File: config.mk
export PLATFORM = sky130hd
export DESIGN_NAME = multipart_body_deframer
export DESIGN_NICKNAME = d
export VERILOG_FILES = /design/src/hdl/dfr_pkg.sv /design/src/hdl/dfr_parser.sv /design/src/hdl/dfr_res_queue.sv /design/src/hdl/multipart_body_deframer.sv
export SDC_FILE = /design/constraint.sdc
export NUM_CORES = 1
export LEC_CHECK = 0
export ABC_CLOCK_PERIOD_IN_PS = 35800
export BUFFER_PORTS_ARGS = -buffer_cell sky130_fd_sc_hd__clkbuf_2
export CORE_MARGIN = 2
export CORE_UTILIZATION = 60
export CTS_BUF_LIST = sky130_fd_sc_hd__clkbuf_2
export CTS_CLUSTER_SIZE = 25
export DETAILED_ROUTE_END_ITERATION = 8
export HOLD_SLACK_MARGIN = 0.08
export PLACE_DENSITY = 0.75
export SYNTH_ARGS = -nofsm -noshare
export SYNTH_HDL_FRONTEND = slang
export SYNTH_SLANG_ARGS = --single-unit
File: constraint.sdc
create_clock -name clk_i -period 35.8 [get_ports clk_i]
set_input_delay 1.79 -clock clk_i [delete_from_list [all_inputs] [get_ports clk_i]]
set_output_delay 1.79 -clock clk_i [all_outputs]
set_load 0.01 [all_outputs]
File: src/hdl/dfr_pkg.sv
`default_nettype none

package dfr_pkg;

  // Header window default, queue depth, register reset
  localparam int unsigned HeaderWindow = 70;
  localparam int unsigned QueueDepth = 4;
  localparam int unsigned LevelW = $clog2(QueueDepth + 1);
  localparam int unsigned PtrW = $clog2(QueueDepth);
  localparam logic [7:0] PartCountReset = 8'd1;

  // Register indexes (byte address bit 2 selects the register)
  localparam logic [0:0] RegPartCount = 1'b0;

  // Literal lengths
  localparam logic [3:0] PreambleLen = 4'd14;
  localparam logic [3:0] HeadLen = 4'd9;
  localparam logic [3:0] ClLen = 4'd4;

  // Number limits, 36-bit wide to hold one decimal step of a 32-bit value
  localparam logic [35:0] TagMax = 36'h0_0000_FFFF;
  localparam logic [35:0] WordMax = 36'h0_FFFF_FFFF;

  // Audio stream tags
  localparam logic [15:0] AudioTagA = 16'd139;
  localparam logic [15:0] AudioTagB = 16'd140;

  // Delimiters
  localparam logic [7:0] ChDigit0 = "0";
  localparam logic [7:0] ChDigit9 = "9";
  localparam logic [7:0] ChDash = "-";
  localparam logic [7:0] ChQuote = "\"";
  localparam logic [7:0] ChSlash = "/";

  typedef enum logic [1:0] {
    KIND_PAYLOAD = 2'd0,
    KIND_HEADER  = 2'd1,
    KIND_DONE    = 2'd2,
    KIND_ERROR   = 2'd3
  } kind_e;

  typedef enum logic [2:0] {
    ERR_NONE      = 3'd0,
    ERR_PREAMBLE  = 3'd1,
    ERR_GRAMMAR   = 3'd2,
    ERR_TOO_LONG  = 3'd3,
    ERR_TRUNCATED = 3'd4,
    ERR_OVERFLOW  = 3'd5
  } err_e;

  typedef struct packed {
    kind_e       kind;
    logic [7:0]  data_byte;
    logic        part_end;
    logic [15:0] track_tag;
    logic [31:0] chunk_index;
    logic        audio_flag;
    logic [31:0] payload_length;
    logic [7:0]  part_number;
    logic [7:0]  parts_found;
    err_e        error_code;
    logic        run_last;
  } res_t;

  // Results of one parsed word, pushed into the result queue together
  typedef struct packed {
    logic [1:0] count;
    res_t       first;
    res_t       second;
  } res_push_t;

  // Queue status seen by the top level
  typedef struct packed {
    logic              room_two;
    logic [LevelW-1:0] level;
  } q_stat_t;

  function automatic logic [7:0] preamble_char(input logic [3:0] idx);
    logic [7:0] c;
    case (idx)
      4'd0:    c = "S";
      4'd1:    c = "A";
      4'd2:    c = "B";
      4'd3:    c = "E";
      4'd4:    c = "R";
      4'd5:    c = "-";
      4'd6:    c = "S";
      4'd7:    c = "T";
      4'd8:    c = "A";
      4'd9:    c = "R";
      4'd10:   c = "T";
      4'd11:   c = "/";
      4'd12:   c = "/";
      4'd13:   c = "/";
      default: c = 8'h00;
    endcase
    return c;
  endfunction

  function automatic logic [7:0] head_char(input logic [3:0] idx);
    logic [7:0] c;
    case (idx)
      4'd0:    c = "/";
      4'd1:    c = "/";
      4'd2:    c = "S";
      4'd3:    c = "P";
      4'd4:    c = "A";
      4'd5:    c = "R";
      4'd6:    c = "T";
      4'd7:    c = "-";
      4'd8:    c = "\"";
      default: c = 8'h00;
    endcase
    return c;
  endfunction

  function automatic logic [7:0] cl_char(input logic [3:0] idx);
    logic [7:0] c;
    case (idx)
      4'd0:    c = "-";
      4'd1:    c = "C";
      4'd2:    c = "L";
      4'd3:    c = "=";
      default: c = 8'h00;
    endcase
    return c;
  endfunction

endpackage

`default_nettype wire

File: src/hdl/dfr_parser.sv
`default_nettype none

module dfr_parser #(
  parameter int unsigned HEADER_WINDOW = dfr_pkg::HeaderWindow
) (
  input  wire logic              clk_i,
  input  wire logic              rst_ni,
  input  wire logic              fire_i,
  input  wire logic [7:0]        byte_i,
  input  wire logic              last_i,
  input  wire logic [7:0]        part_count_i,
  output dfr_pkg::res_push_t     push_o
);

  localparam int unsigned HbW = $clog2(HEADER_WINDOW + 1);

  typedef enum logic [3:0] {
    PH_PRE, PH_HLIT, PH_TAG, PH_CHUNK, PH_CLLIT, PH_LEN, PH_CLOSE, PH_PAY, PH_SKIP
  } phase_e;

  phase_e         phase_q, phase_d;
  logic [3:0]     lit_q, lit_d;
  logic [HbW-1:0] hb_q, hb_d;
  logic [15:0]    tag_q, tag_d;
  logic [31:0]    chunk_q, chunk_d;
  logic [31:0]    len_q, len_d;
  logic [31:0]    left_q, left_d;
  logic [7:0]     pc_q, pc_d;
  logic           ds_q, ds_d;

  dfr_pkg::res_t  res_d [2];
  dfr_pkg::res_t  rr;
  logic [1:0]     n_d;
  dfr_pkg::err_e  err_d;

  logic [31:0]    acc_sel;
  logic [35:0]    acc_ext;
  logic [35:0]    prod;
  logic [35:0]    limit;
  logic           is_dig;
  logic           ovf;

  // One decimal step on the accumulator of the current number field
  always_comb begin
    case (phase_q)
      PH_TAG:   acc_sel = {16'd0, tag_q};
      PH_CHUNK: acc_sel = chunk_q;
      default:  acc_sel = len_q;
    endcase
    limit   = (phase_q == PH_TAG) ? dfr_pkg::TagMax : dfr_pkg::WordMax;
    acc_ext = {4'd0, acc_sel};
    is_dig  = (byte_i >= dfr_pkg::ChDigit0) && (byte_i <= dfr_pkg::ChDigit9);
    prod    = (acc_ext << 3) + (acc_ext << 1) + {32'd0, byte_i[3:0] - dfr_pkg::ChDigit0[3:0]};
    ovf     = prod > limit;
  end

  // Next state and results for the word in the input register
  always_comb begin
    phase_d = phase_q;
    lit_d   = lit_q;
    hb_d    = hb_q;
    tag_d   = tag_q;
    chunk_d = chunk_q;
    len_d   = len_q;
    left_d  = left_q;
    pc_d    = pc_q;
    ds_d    = ds_q;
    res_d[0] = '0;
    res_d[1] = '0;
    n_d     = 2'd0;
    err_d   = dfr_pkg::ERR_NONE;
    rr      = '0;

    if (phase_q == PH_PRE) begin
      if (lit_q == 4'd0 && part_count_i == 8'd0) begin
        // zero parts: report done at once
        rr.kind = dfr_pkg::KIND_DONE;
        rr.part_number = pc_q;
        res_d[n_d[0]] = rr;
        n_d = n_d + 2'd1;
        phase_d = PH_SKIP;
      end else if (lit_q >= dfr_pkg::PreambleLen || byte_i != dfr_pkg::preamble_char(lit_q)) begin
        err_d = dfr_pkg::ERR_PREAMBLE;
      end else begin
        lit_d = lit_q + 4'd1;
        if (lit_d == dfr_pkg::PreambleLen) begin
          phase_d = PH_HLIT;
          lit_d   = 4'd0;
          hb_d    = '0;
          tag_d   = '0;
          chunk_d = '0;
          len_d   = '0;
          ds_d    = 1'b0;
        end
      end
    end else if (phase_q == PH_PAY) begin
      // stream one payload word, close the part on its last word
      rr.kind = dfr_pkg::KIND_PAYLOAD;
      rr.data_byte = byte_i;
      rr.part_number = pc_q;
      left_d = left_q - 32'd1;
      if (left_d == 32'd0) begin
        rr.part_end = 1'b1;
        res_d[n_d[0]] = rr;
        n_d = n_d + 2'd1;
        pc_d = pc_q + 8'd1;
        if (pc_d >= part_count_i) begin
          rr = '0;
          rr.kind = dfr_pkg::KIND_DONE;
          rr.part_number = pc_d;
          rr.parts_found = pc_d;
          res_d[n_d[0]] = rr;
          n_d = n_d + 2'd1;
          phase_d = PH_SKIP;
        end else begin
          phase_d = PH_HLIT;
          lit_d   = 4'd0;
          hb_d    = '0;
          tag_d   = '0;
          chunk_d = '0;
          len_d   = '0;
          ds_d    = 1'b0;
        end
      end else begin
        res_d[n_d[0]] = rr;
        n_d = n_d + 2'd1;
      end
    end else if (phase_q != PH_SKIP) begin
      if (hb_q >= HbW'(HEADER_WINDOW)) begin
        err_d = dfr_pkg::ERR_TOO_LONG;
      end else begin
        hb_d = hb_q + HbW'(1);
        case (phase_q)
          PH_HLIT: begin
            if (lit_q >= dfr_pkg::HeadLen || byte_i != dfr_pkg::head_char(lit_q)) begin
              err_d = dfr_pkg::ERR_GRAMMAR;
            end else begin
              lit_d = lit_q + 4'd1;
              if (lit_d == dfr_pkg::HeadLen) begin
                phase_d = PH_TAG;
                ds_d = 1'b0;
              end
            end
          end
          PH_TAG: begin
            if (is_dig) begin
              if (ovf) begin
                err_d = dfr_pkg::ERR_OVERFLOW;
              end else begin
                tag_d = prod[15:0];
                ds_d = 1'b1;
              end
            end else if (byte_i == dfr_pkg::ChDash && ds_q) begin
              phase_d = PH_CHUNK;
              ds_d = 1'b0;
            end else if (byte_i == dfr_pkg::ChQuote && ds_q) begin
              phase_d = PH_CLLIT;
              lit_d = 4'd0;
            end else begin
              err_d = dfr_pkg::ERR_GRAMMAR;
            end
          end
          PH_CHUNK: begin
            if (is_dig) begin
              if (ovf) begin
                err_d = dfr_pkg::ERR_OVERFLOW;
              end else begin
                chunk_d = prod[31:0];
                ds_d = 1'b1;
              end
            end else if (byte_i == dfr_pkg::ChQuote && ds_q) begin
              phase_d = PH_CLLIT;
              lit_d = 4'd0;
            end else begin
              err_d = dfr_pkg::ERR_GRAMMAR;
            end
          end
          PH_CLLIT: begin
            if (lit_q >= dfr_pkg::ClLen || byte_i != dfr_pkg::cl_char(lit_q)) begin
              err_d = dfr_pkg::ERR_GRAMMAR;
            end else begin
              lit_d = lit_q + 4'd1;
              if (lit_d == dfr_pkg::ClLen) begin
                phase_d = PH_LEN;
                ds_d = 1'b0;
              end
            end
          end
          PH_LEN: begin
            if (is_dig) begin
              if (ovf) begin
                err_d = dfr_pkg::ERR_OVERFLOW;
              end else begin
                len_d = prod[31:0];
                ds_d = 1'b1;
              end
            end else if (byte_i == dfr_pkg::ChSlash && ds_q) begin
              phase_d = PH_CLOSE;
            end else begin
              err_d = dfr_pkg::ERR_GRAMMAR;
            end
          end
          default: begin
            // closing slash: report the header
            if (byte_i != dfr_pkg::ChSlash) begin
              err_d = dfr_pkg::ERR_GRAMMAR;
            end else begin
              rr.kind = dfr_pkg::KIND_HEADER;
              rr.part_number = pc_q;
              rr.track_tag = tag_q;
              rr.chunk_index = chunk_q;
              rr.audio_flag = (tag_q == dfr_pkg::AudioTagA) || (tag_q == dfr_pkg::AudioTagB);
              rr.payload_length = len_q;
              if (len_q == 32'd0) begin
                rr.part_end = 1'b1;
                res_d[n_d[0]] = rr;
                n_d = n_d + 2'd1;
                pc_d = pc_q + 8'd1;
                if (pc_d >= part_count_i) begin
                  rr = '0;
                  rr.kind = dfr_pkg::KIND_DONE;
                  rr.part_number = pc_d;
                  rr.parts_found = pc_d;
                  res_d[n_d[0]] = rr;
                  n_d = n_d + 2'd1;
                  phase_d = PH_SKIP;
                end else begin
                  phase_d = PH_HLIT;
                  lit_d   = 4'd0;
                  hb_d    = '0;
                  tag_d   = '0;
                  chunk_d = '0;
                  len_d   = '0;
                  ds_d    = 1'b0;
                end
              end else begin
                res_d[n_d[0]] = rr;
                n_d = n_d + 2'd1;
                left_d = len_q;
                phase_d = PH_PAY;
              end
            end
          end
        endcase
      end
    end

    // Report the first error and drop the rest of the body
    if (err_d != dfr_pkg::ERR_NONE) begin
      rr = '0;
      rr.kind = dfr_pkg::KIND_ERROR;
      rr.part_number = pc_d;
      rr.error_code = err_d;
      res_d[n_d[0]] = rr;
      n_d = n_d + 2'd1;
      phase_d = PH_SKIP;
    end

    // End of body: flag truncation, then restart at the preamble
    if (last_i) begin
      if (phase_d != PH_SKIP) begin
        rr = '0;
        rr.kind = dfr_pkg::KIND_ERROR;
        rr.part_number = pc_d;
        rr.error_code = dfr_pkg::ERR_TRUNCATED;
        res_d[n_d[0]] = rr;
        n_d = n_d + 2'd1;
      end
      phase_d = PH_PRE;
      lit_d   = 4'd0;
      hb_d    = '0;
      tag_d   = '0;
      chunk_d = '0;
      len_d   = '0;
      left_d  = '0;
      pc_d    = '0;
      ds_d    = 1'b0;
    end

    // Mark the last result of this word
    if (n_d == 2'd1) begin
      res_d[0].run_last = 1'b1;
    end else if (n_d == 2'd2) begin
      res_d[1].run_last = 1'b1;
    end
  end

  assign push_o.count  = fire_i ? n_d : 2'd0;
  assign push_o.first  = res_d[0];
  assign push_o.second = res_d[1];

  // Hold parser state, advance on each parsed word
  always_ff @(posedge clk_i or negedge rst_ni) begin
    if (!rst_ni) begin
      phase_q <= PH_PRE;
      lit_q   <= '0;
      hb_q    <= '0;
      tag_q   <= '0;
      chunk_q <= '0;
      len_q   <= '0;
      left_q  <= '0;
      pc_q    <= '0;
      ds_q    <= 1'b0;
    end else if (fire_i) begin
      phase_q <= phase_d;
      lit_q   <= lit_d;
      hb_q    <= hb_d;
      tag_q   <= tag_d;
      chunk_q <= chunk_d;
      len_q   <= len_d;
      left_q  <= left_d;
      pc_q    <= pc_d;
      ds_q    <= ds_d;
    end
  end

endmodule

`default_nettype wire

File: src/hdl/dfr_res_queue.sv
`default_nettype none

module dfr_res_queue (
  input  wire logic               clk_i,
  input  wire logic               rst_ni,
  input  wire dfr_pkg::res_push_t push_i,
  input  wire logic               pop_i,
  output dfr_pkg::res_t           head_o,
  output logic                    valid_o,
  output dfr_pkg::q_stat_t        stat_o
);

  dfr_pkg::res_t                      mem_q [dfr_pkg::QueueDepth];
  logic [dfr_pkg::PtrW-1:0]           wr_q, rd_q;
  logic [dfr_pkg::LevelW-1:0]         level_q;
  logic                               pop;

  assign valid_o = level_q != '0;
  assign pop     = pop_i && valid_o;
  assign head_o  = mem_q[rd_q];

  assign stat_o.level    = level_q;
  assign stat_o.room_two = level_q <= dfr_pkg::LevelW'(dfr_pkg::QueueDepth - 2);

  // Store up to two results per cycle
  always_ff @(posedge clk_i) begin
    if (push_i.count != 2'd0) begin
      mem_q[wr_q] <= push_i.first;
    end
    if (push_i.count == 2'd2) begin
      mem_q[wr_q + dfr_pkg::PtrW'(1)] <= push_i.second;
    end
  end

  // Advance pointers and fill level
  always_ff @(posedge clk_i or negedge rst_ni) begin
    if (!rst_ni) begin
      wr_q    <= '0;
      rd_q    <= '0;
      level_q <= '0;
    end else begin
      wr_q    <= wr_q + dfr_pkg::PtrW'(push_i.count);
      rd_q    <= rd_q + dfr_pkg::PtrW'(pop);
      level_q <= level_q + dfr_pkg::LevelW'(push_i.count) - dfr_pkg::LevelW'(pop);
    end
  end

endmodule

`default_nettype wire

File: src/hdl/multipart_body_deframer.sv
// Multipart body deframer.
// Slave stream: one body byte per word in s_axis_tdata_i, s_axis_tlast_i on
// the last byte of a body. Master stream: one result per word, kind in
// m_axis_tuser_o, m_axis_tlast_o on the last result caused by one input byte.
// Each body opens with a 14-byte preamble, followed by part_count headers of
// the form //SPART-"tag[-chunk]"-CL=len// each followed by len payload bytes.
// Results: payload byte, part header, body complete, or error code.
// APB port: register 0 (address 0) is part_count, reset 1; write while idle.
// Throughput: one input byte per cycle while results drain at one per cycle;
// bytes that yield two results each are taken only as fast as the single
// output port of the four-entry result queue drains them.
// An accepted byte is held in the input register, parsed once two queue
// entries are free, and its results are registered in the result queue.
// Reset empties the input register and result queue, sets part_count to 1
// and waits for a preamble. When the receiver stalls, the queue fills and
// s_axis_tready_o drops once fewer than two entries are free; nothing is lost.
`default_nettype none

module multipart_body_deframer #(
  parameter int unsigned HEADER_WINDOW = dfr_pkg::HeaderWindow
) (
  input  wire logic         clk_i,
  input  wire logic         rst_ni,
  // body_byte
  input  wire logic [7:0]   s_axis_tdata_i,
  input  wire logic         s_axis_tlast_i,
  input  wire logic         s_axis_tvalid_i,
  output logic              s_axis_tready_o,
  // data_byte, part_end, track_tag, chunk_index, audio_flag, payload_length,
  // part_number, parts_found, error_code, zero fill
  output logic [111:0]      m_axis_tdata_o,
  // kind
  output logic [1:0]        m_axis_tuser_o,
  output logic              m_axis_tlast_o,
  output logic              m_axis_tvalid_o,
  input  wire logic         m_axis_tready_i,
  input  wire logic         psel,
  input  wire logic         penable,
  input  wire logic         pwrite,
  input  wire logic [2:0]   paddr,
  input  wire logic [31:0]  pwdata,
  output logic [31:0]       prdata,
  output logic              pready
);

  logic                 in_v_q;
  logic [7:0]           in_byte_q;
  logic                 in_end_q;
  logic                 fire;
  logic                 accept;
  logic [7:0]           part_count_q;
  dfr_pkg::res_push_t   push;
  dfr_pkg::res_t        head;
  dfr_pkg::q_stat_t     q_stat;

  // Parse the held word once two queue entries are free
  assign fire            = in_v_q && q_stat.room_two;
  assign s_axis_tready_o = !in_v_q || fire;
  assign accept          = s_axis_tvalid_i && s_axis_tready_o;

  // Input register
  always_ff @(posedge clk_i or negedge rst_ni) begin
    if (!rst_ni) begin
      in_v_q <= 1'b0;
    end else begin
      in_v_q <= accept || (in_v_q && !fire);
    end
  end

  always_ff @(posedge clk_i) begin
    if (accept) begin
      in_byte_q <= s_axis_tdata_i;
      in_end_q  <= s_axis_tlast_i;
    end
  end

  // Configuration register
  assign pready = 1'b1;
  assign prdata = (paddr[2:2] == dfr_pkg::RegPartCount) ? {24'd0, part_count_q} : 32'd0;

  always_ff @(posedge clk_i or negedge rst_ni) begin
    if (!rst_ni) begin
      part_count_q <= dfr_pkg::PartCountReset;
    end else if (psel && penable && pwrite && pready
                 && paddr[2:2] == dfr_pkg::RegPartCount) begin
      part_count_q <= pwdata[7:0];
    end
  end

  dfr_parser #(
    .HEADER_WINDOW (HEADER_WINDOW)
  ) u_parser (
    .clk_i        (clk_i),
    .rst_ni       (rst_ni),
    .fire_i       (fire),
    .byte_i       (in_byte_q),
    .last_i       (in_end_q),
    .part_count_i (part_count_q),
    .push_o       (push)
  );

  dfr_res_queue u_queue (
    .clk_i   (clk_i),
    .rst_ni  (rst_ni),
    .push_i  (push),
    .pop_i   (m_axis_tready_i),
    .head_o  (head),
    .valid_o (m_axis_tvalid_o),
    .stat_o  (q_stat)
  );

  // Pack the result word
  assign m_axis_tdata_o = {3'd0, head.error_code, head.parts_found, head.part_number,
                           head.payload_length, head.audio_flag, head.chunk_index,
                           head.track_tag, head.part_end, head.data_byte};
  assign m_axis_tuser_o = head.kind;
  assign m_axis_tlast_o = head.run_last;

`ifndef ASSERT_OFF
  a_queue_bound : assert property (@(posedge clk_i) disable iff (!rst_ni)
    int'(q_stat.level) <= dfr_pkg::QueueDepth)
    else $error("result queue over its depth");

  a_hold_input : assert property (@(posedge clk_i) disable iff (!rst_ni)
    in_v_q && !fire |=> in_v_q && $stable(in_byte_q) && $stable(in_end_q))
    else $error("held input word lost");

  a_err_code : assert property (@(posedge clk_i) disable iff (!rst_ni)
    m_axis_tvalid_o && head.kind != dfr_pkg::KIND_ERROR |-> head.error_code == dfr_pkg::ERR_NONE)
    else $error("error code on a non-error result");
`endif

endmodule

`default_nettype wire
=== Word level (Yosys, flattened, before mapping) ===
Memories as Yosys holds them, arrays and structs flattened.
Index checks and enable logic that the tools add are counted.

* Register bits: 161
* RAM bits: 448
* Memory bits (read-only): 224
* Output and inout bits: 150
* Logic and storage cells: 369
* Memories: 3

{| class="wikitable"
|+ Memories
! memory !! depth !! width !! read ports !! clocked after Yosys merged registers in !! write ports !! RTL line !! source
|-
| u_queue.mem_q || 4 || 112 || 1 || 0 || 2 || dfr_res_queue.sv:13 || <nowiki>dfr_pkg::res_t mem_q [dfr_pkg::QueueDepth];</nowiki>
|-
| (no name shown) || 16 || 7 || 1 || 0 || 0 || dfr_pkg.sv:80 || <nowiki>case (idx)</nowiki>
|-
| (no name shown) || 16 || 7 || 1 || 0 || 0 || dfr_pkg.sv:102 || <nowiki>case (idx)</nowiki>
|}

* Add/subtract/negate cells: 13
* Order comparisons: 13
* Eq/ne operators: 61
* Multiplexer cells: 211
* Bitwise operators: 3
* Reductions and logical operators: 49

{| class="wikitable"
|+ Operators by type and width
! cell !! number
|-
| 224-bit two-way mux || 8
|-
| 32-bit two-way mux || 32
|-
| 112-bit two-way mux || 8
|-
| 224-bit bitwise mux || 2
|-
| 112-bit demux with 1-bit select || 2
|-
| 16-bit two-way mux || 14
|-
| 102-bit two-way mux || 2
|-
| 32-bit case mux with 2 select lines || 3
|-
| 8-bit two-way mux || 22
|-
| 4-bit two-way mux || 41
|-
| 7-bit two-way mux || 14
|-
| 32-bit logical NOT || 2
|-
| 4-bit case mux with 5 select lines || 2
|-
| 35-bit by 33-bit adder with 36-bit output || 1
|-
| 36-bit by 4-bit adder with 36-bit output || 1
|-
| 36-bit greater-than comparator || 1
|-
| 2-bit two-way mux || 18
|-
| 12-bit AND reduction || 3
|-
| 16-bit by 8-bit == test with 1-bit output (second input constant) || 2
|-
| 16-bit case mux with 2 select lines || 1
|-
| 32-bit by 1-bit subtractor with 32-bit output (second input constant) || 1
|-
| 3-bit two-way mux || 10
|-
| 5-bit != test (second input constant) || 6
|-
| 1-bit two-way mux || 29
|-
| 62 further kinds || 125
|}

=== Longest topological paths before layout ===
* Word-level depth: 27
* Gate-level depth with buffers: 39
* Mapped depth without buffers: 33

=== Cells and area by module ===
Synthesis repeated with hierarchy kept, for this count alone.

* Cells, all modules: 3017
* Area total of the unflattened synthesis: 37104.3 um^2

{| class="wikitable"
|+ By module, submodules not included
! module !! instances !! cells an instance !! area each (um^2)
|-
| dfr_res_queue || 1 || 1125 || 22081.2
|-
| dfr_parser || 1 || 1823 || 14099.8
|-
| multipart_body_deframer || 1 || 69 || 923.4
|}

=== Least setup slack after synthesis ===
OpenSTA, ideal clock, no wires.

* Kind: register to register
* Start: register u_parser.phase_q[0]
* End: memory u_queue.mem_q[2][0] in the netlist's numbering, enable pin
* Library setup time: 0.737 ns
* Arrival: 15.252 ns
* Data required time: 35.063 ns
* Path slack: 19.811 ns
* Cell stages (with the launch flop): 33
* Buffers on the path: 6
* Period minus slack after synthesis: 15.989 ns
* Cell sequence: dfrtp_1 > buf_2 > clkbuf_1 > buf_1 > buf_1 > mux2i_1 > a21oi_1 > fa_1 > ha_1 > a211o_1 > a41oi_2 > a21o_1 > a21oi_1 > nand2b_1 > a21o_1 > a21oi_1 > xnor2_1 > ha_1 > and4_1 > nand4_1 > a311o_1 > or4b_1 > nand4bb_1 > nor2_1 > o211ai_2 > a211oi_4 > nand2_1 > ha_1 > buf_2 > nor3_2 > buf_6 > and2_1 > o21ai_0

{| class="wikitable"
|+ RTL lines
! element !! RTL line !! source
|-
| from (decl) || dfr_parser.sv:21 || <nowiki>phase_e phase_q, phase_d;</nowiki>
|-
| from (signal assigned) || dfr_parser.sv:305 || <nowiki>phase_q <= phase_d;</nowiki>
|-
| to (decl) || dfr_res_queue.sv:13 ||
|}

==> flow_summary_export.csv <==
group,metric,value,unit
outcome,outcome,"finished clean",
setup_path,required,36690,ps
timing,slew_headroom,0.2390,
routing,routedWlPerCell,24.05,µm
clock_tree,cts_hold_buf,0,
routing,drtAntennaViolNets,0,
synthesis,synth-seq-cells,609,
clock_tree,cts_sinks,609,
worst_hold_path,hp-class,"input port to async pin",
timing,fin_crit,11650,ps
clock_tree,clk_pin_slew,100,ps
pwr,p_leak,0.01490,µW
pwr,clockPowerShare,0.226,
final_layout,ff_latch_area,17540,µm²
setup_path,cp_slowest_stage_delay,880,ps
grt,grt_max_degree,84,
die,die_y,238.2,µm
die,ios,201,
synthesis,async_flop_share,0.2496,
synthesis,ys.flop_type,"edfxtp_1",
setup_path,crit_type,"flop to flop",
timing,min_period_over_period,0.3253,
grt,grt_overflow,0,
setup_path,crit_path_max_fanout,55,
setup_path,crit_slowest_cell,"dfrtp_1",
final_layout,fillers,4201,
timing,drv_slew,0,
die,core_area,54030,µm²
placed_design,io_buffers,146,
placed_design,place_ws,24360,ps
die,initial_utilization,0.6092,
pwr,switchingPower,795.8,µW
clock_tree,clk_path_buf_depth,3,
synthesis,netlist_area,32910,µm²
setup_path,cp.arrival,12540,ps
die,die-area,56740,µm²
clock_tree,cts_root_buf,"clkbuf_2",
synthesis,synth-edff-count,457,
timing,hold_violations,0,
final_layout,utilization,0.6579,
grt,grtUsageTotal,0.3307,
clock_tree,htreeDepth,4,
clock_tree,post_cts_buffers,0,
die,die_x,238.2,µm
routing,drt_iter0_markers,2411,
timing,setup_tns,0,ps
timing,worstMarginPinSlew,1141,ps
timing,rsz0062_at_grt,"no",
synthesis,ys_types,106,
setup_path,critPathLaunchType,"flop",
synthesis,synth_area_per_cell,11.47,µm²
clock_tree,worstSkewPairLatency,1320,ps
timing,finalSetupViolCount,0,
final_layout,drive_gt1_frac,0.2035,
pwr,p_int,1428,µW
synthesis,synth_cells,2870,
routing,vias_per_cell,6.355,
clock_tree,cts_buffers,152,
routing,drc,0,
grt,grt_pass1_vias,24637,
placed_design,hpwl,61640,µm
setup_path,cp_common_cell,"buf_4",
pwr,power_frac_seq,0.446,
routing,first_pass_iters,6,
routing,routed_wl,92840,µm
setup_path,worstSetupEndpointType,"flop",
synthesis,ys_seq_area_frac,0.5326,
final_layout,fin_nets,3184,
grt,antenna_found_initial,3,
die,rows,85,
timing,finClkSkew,94.81,ps
synthesis,ys_warn_count,0,
placed_design,gp_congestion,0.9304,
grt,grt_pass1_wl,141300,µm
pwr,peakVddDrop,48.56,µV
timing,fmax,0.08587,GHz
pwr,pwr-share-comb,0.328,
timing,layout_setup_ws,24150,ps
clock_tree,post_cts_resized,0,
final_layout,area_delta_synth_final,7.991,%
flow_run,cap_violations,0,
final_layout,multi_input_area,14290,µm²
pwr,p_sw_frac,0.3579,
routing,vias,24538,
clock_tree,cts_tree,"yes",
pwr,powerDensity,62.57,nW/µm²
==> path summary, 6_finish.rpt <==
kind / startpoint / end / slack [ps] / cells past startpoint
worst min-delay path: rst_ni / part_count_q[6] / 500 / 1
min in group clk_i: u_queue.level_q[0] / u_queue.level_q[0] / 540 / 1
max in group asynchronous: rst_ni / u_parser.left_q[21] / 33770 / 2
worst max register to register: u_parser.phase_q[1] / u_queue.mem_q[1][65] / 24150 / 31
worst max-delay path: u_parser.phase_q[1] / u_queue.mem_q[1][65] / 24150 / 31
worst min register to register: u_queue.level_q[0] / u_queue.level_q[0] / 540 / 1
==> layout by cell type, fill, tap and decap left out, types with 47 or more instances in the layout <==
master,Yosys,layout
mux4_2,112,112
a21oi_1,147,147
nor2_1,539,538
a22o_1,97,97
dfrtp_1,151,149
clkbuf_2,0,379
nor3_1,52,47
inv_1,51,51
ha_1,102,102
o21ai_0,138,137
edfxtp_1,457,457
nand2_1,212,212
==> per-layer routing <==
metal  GRT usage  vias to the layer above  share of wire  wire [µm]
li1            -                    11124              -          -
met1      0.4422                    12139           0.40      37400
met2      0.5282                     1107           0.48      44840
met3     0.07705                      168          0.084       7814
met4      0.1311                        0          0.030       2784
met5           0                        -              0          0
==> worst max-delay path: cells and delay by family (launching register included) <==
kind / cells / cell delay (ps)
buffers and inverters: 4 / 2200
DFF: 1 / 880
adders and majority gates: 4 / 1700
AOI/OAI and AO/OA: 11 / 3190
xor gates and xnor gates: 1 / 160
and+or+nand+nor: 11 / 3030
==> through the flow <==
| step | hold slack, ps | instance area [µm²] | std cells | power [µW] |
|---|---|---|---|---|
| 2_1_floorplan | 476.5 | 33010 | 2896 | 1496 |
| 3_3_place_gp | 507.8 | 33980 | 3570 | 1724 |
| 3_5_place_dp | 521.1 | 33980 | 3570 | 1743 |
| 4_1_cts | 371.5 | 35530 | 3856 | 2244 |
| 5_1_grt | 429.2 | 35540 | 3860 | 2331 |
| 6_report | 501.9 | 35540 | 3861 | 2224 |
==> Yosys cell counts (all sizes together) (10+ instances only) <==
cell type | count | share of area
inv | 54 | 0.0062
o21ai | 144 | 0.022
edfxtp | 457 | 0.42
o21a | 11 | 0.0025
and3 | 25 | 0.0048
o31ai | 22 | 0.0054
a21o | 19 | 0.0043
a22o | 97 | 0.026
nand3 | 34 | 0.0052
nor2 | 542 | 0.062
nand2 | 212 | 0.024
or3 | 20 | 0.0040
xnor2 | 36 | 0.0096
nand2b | 10 | 0.0019
nor3 | 58 | 0.010
a21oi | 150 | 0.023
clkbuf | 87 | 0.0099
a211oi | 16 | 0.0045
mux4 | 112 | 0.077
buf | 127 | 0.023
or4 | 11 | 0.0025
xor2 | 12 | 0.0032
mux2i | 45 | 0.014
dfrtp | 151 | 0.11
or2 | 13 | 0.0025
and2 | 15 | 0.0029
nor4 | 43 | 0.011
ha | 102 | 0.039
o211ai | 13 | 0.0038
nor2b | 17 | 0.0032
nand4 | 21 | 0.0040
mux2 | 34 | 0.012
==> power groups by stage <==
stage / registers (µW) / clock network, µW / logic, µW
detailed placement: 1010 / 0 / 734
finish: 992 / 503 / 729
global route: 1000 / 550 / 777
global placement: 998 / 0 / 726
floorplan: 991 / 0 / 505
CTS: 993 / 514 / 737
==> state kept, by name, summed over array words and instances (netlist names) <==
| name | flops |
|---|---|
| u_queue.mem_q | 448 |
| u_parser.pc_q | 8 |
| u_parser.phase_q | 4 |
| u_parser.hb_q | 7 |
| u_queue.level_q | 3 |
| u_queue.rd_q | 2 |
| u_parser.lit_q | 4 |
| in_v_q | 1 |
| part_count_q | 8 |
| u_parser.chunk_q | 32 |
| u_parser.len_q | 32 |
| in_byte_q | 8 |
| u_queue.wr_q | 2 |
| u_parser.tag_q | 16 |
| in_end_q | 1 |
| u_parser.left_q | 32 |
| u_parser.ds_q | 1 |
==> cell families after synthesis <==
| kind of cell | Yosys count | share of synthesized area |
|---|---|---|
| AND/OR/NAND/NOR | 1062 | 0.1501 |
| flip-flops | 609 | 0.5326 |
| AO/OA/AOI/OAI | 585 | 0.1229 |
| buffers and inverters | 268 | 0.03889 |
| multiplexers | 191 | 0.1020 |
| adder cells (fa/ha/maj) | 105 | 0.04060 |
| XOR/XNOR | 48 | 0.01277 |
| other | 2 | 0.0002282 |
==> layout make-up <==
cell class,count,area share
Clock buffer,234,0.03295
Clock inverter,52,0.01067
Multi-Input combinational cell,2019,0.4020
Tap cell,696,0.02450
Inverter,54,0.005703
Antenna cell,5,0.0003520
Sequential cell,609,0.4934
Timing Repair Buffer,192,0.03045
Power figures use the tool's default switching activity.
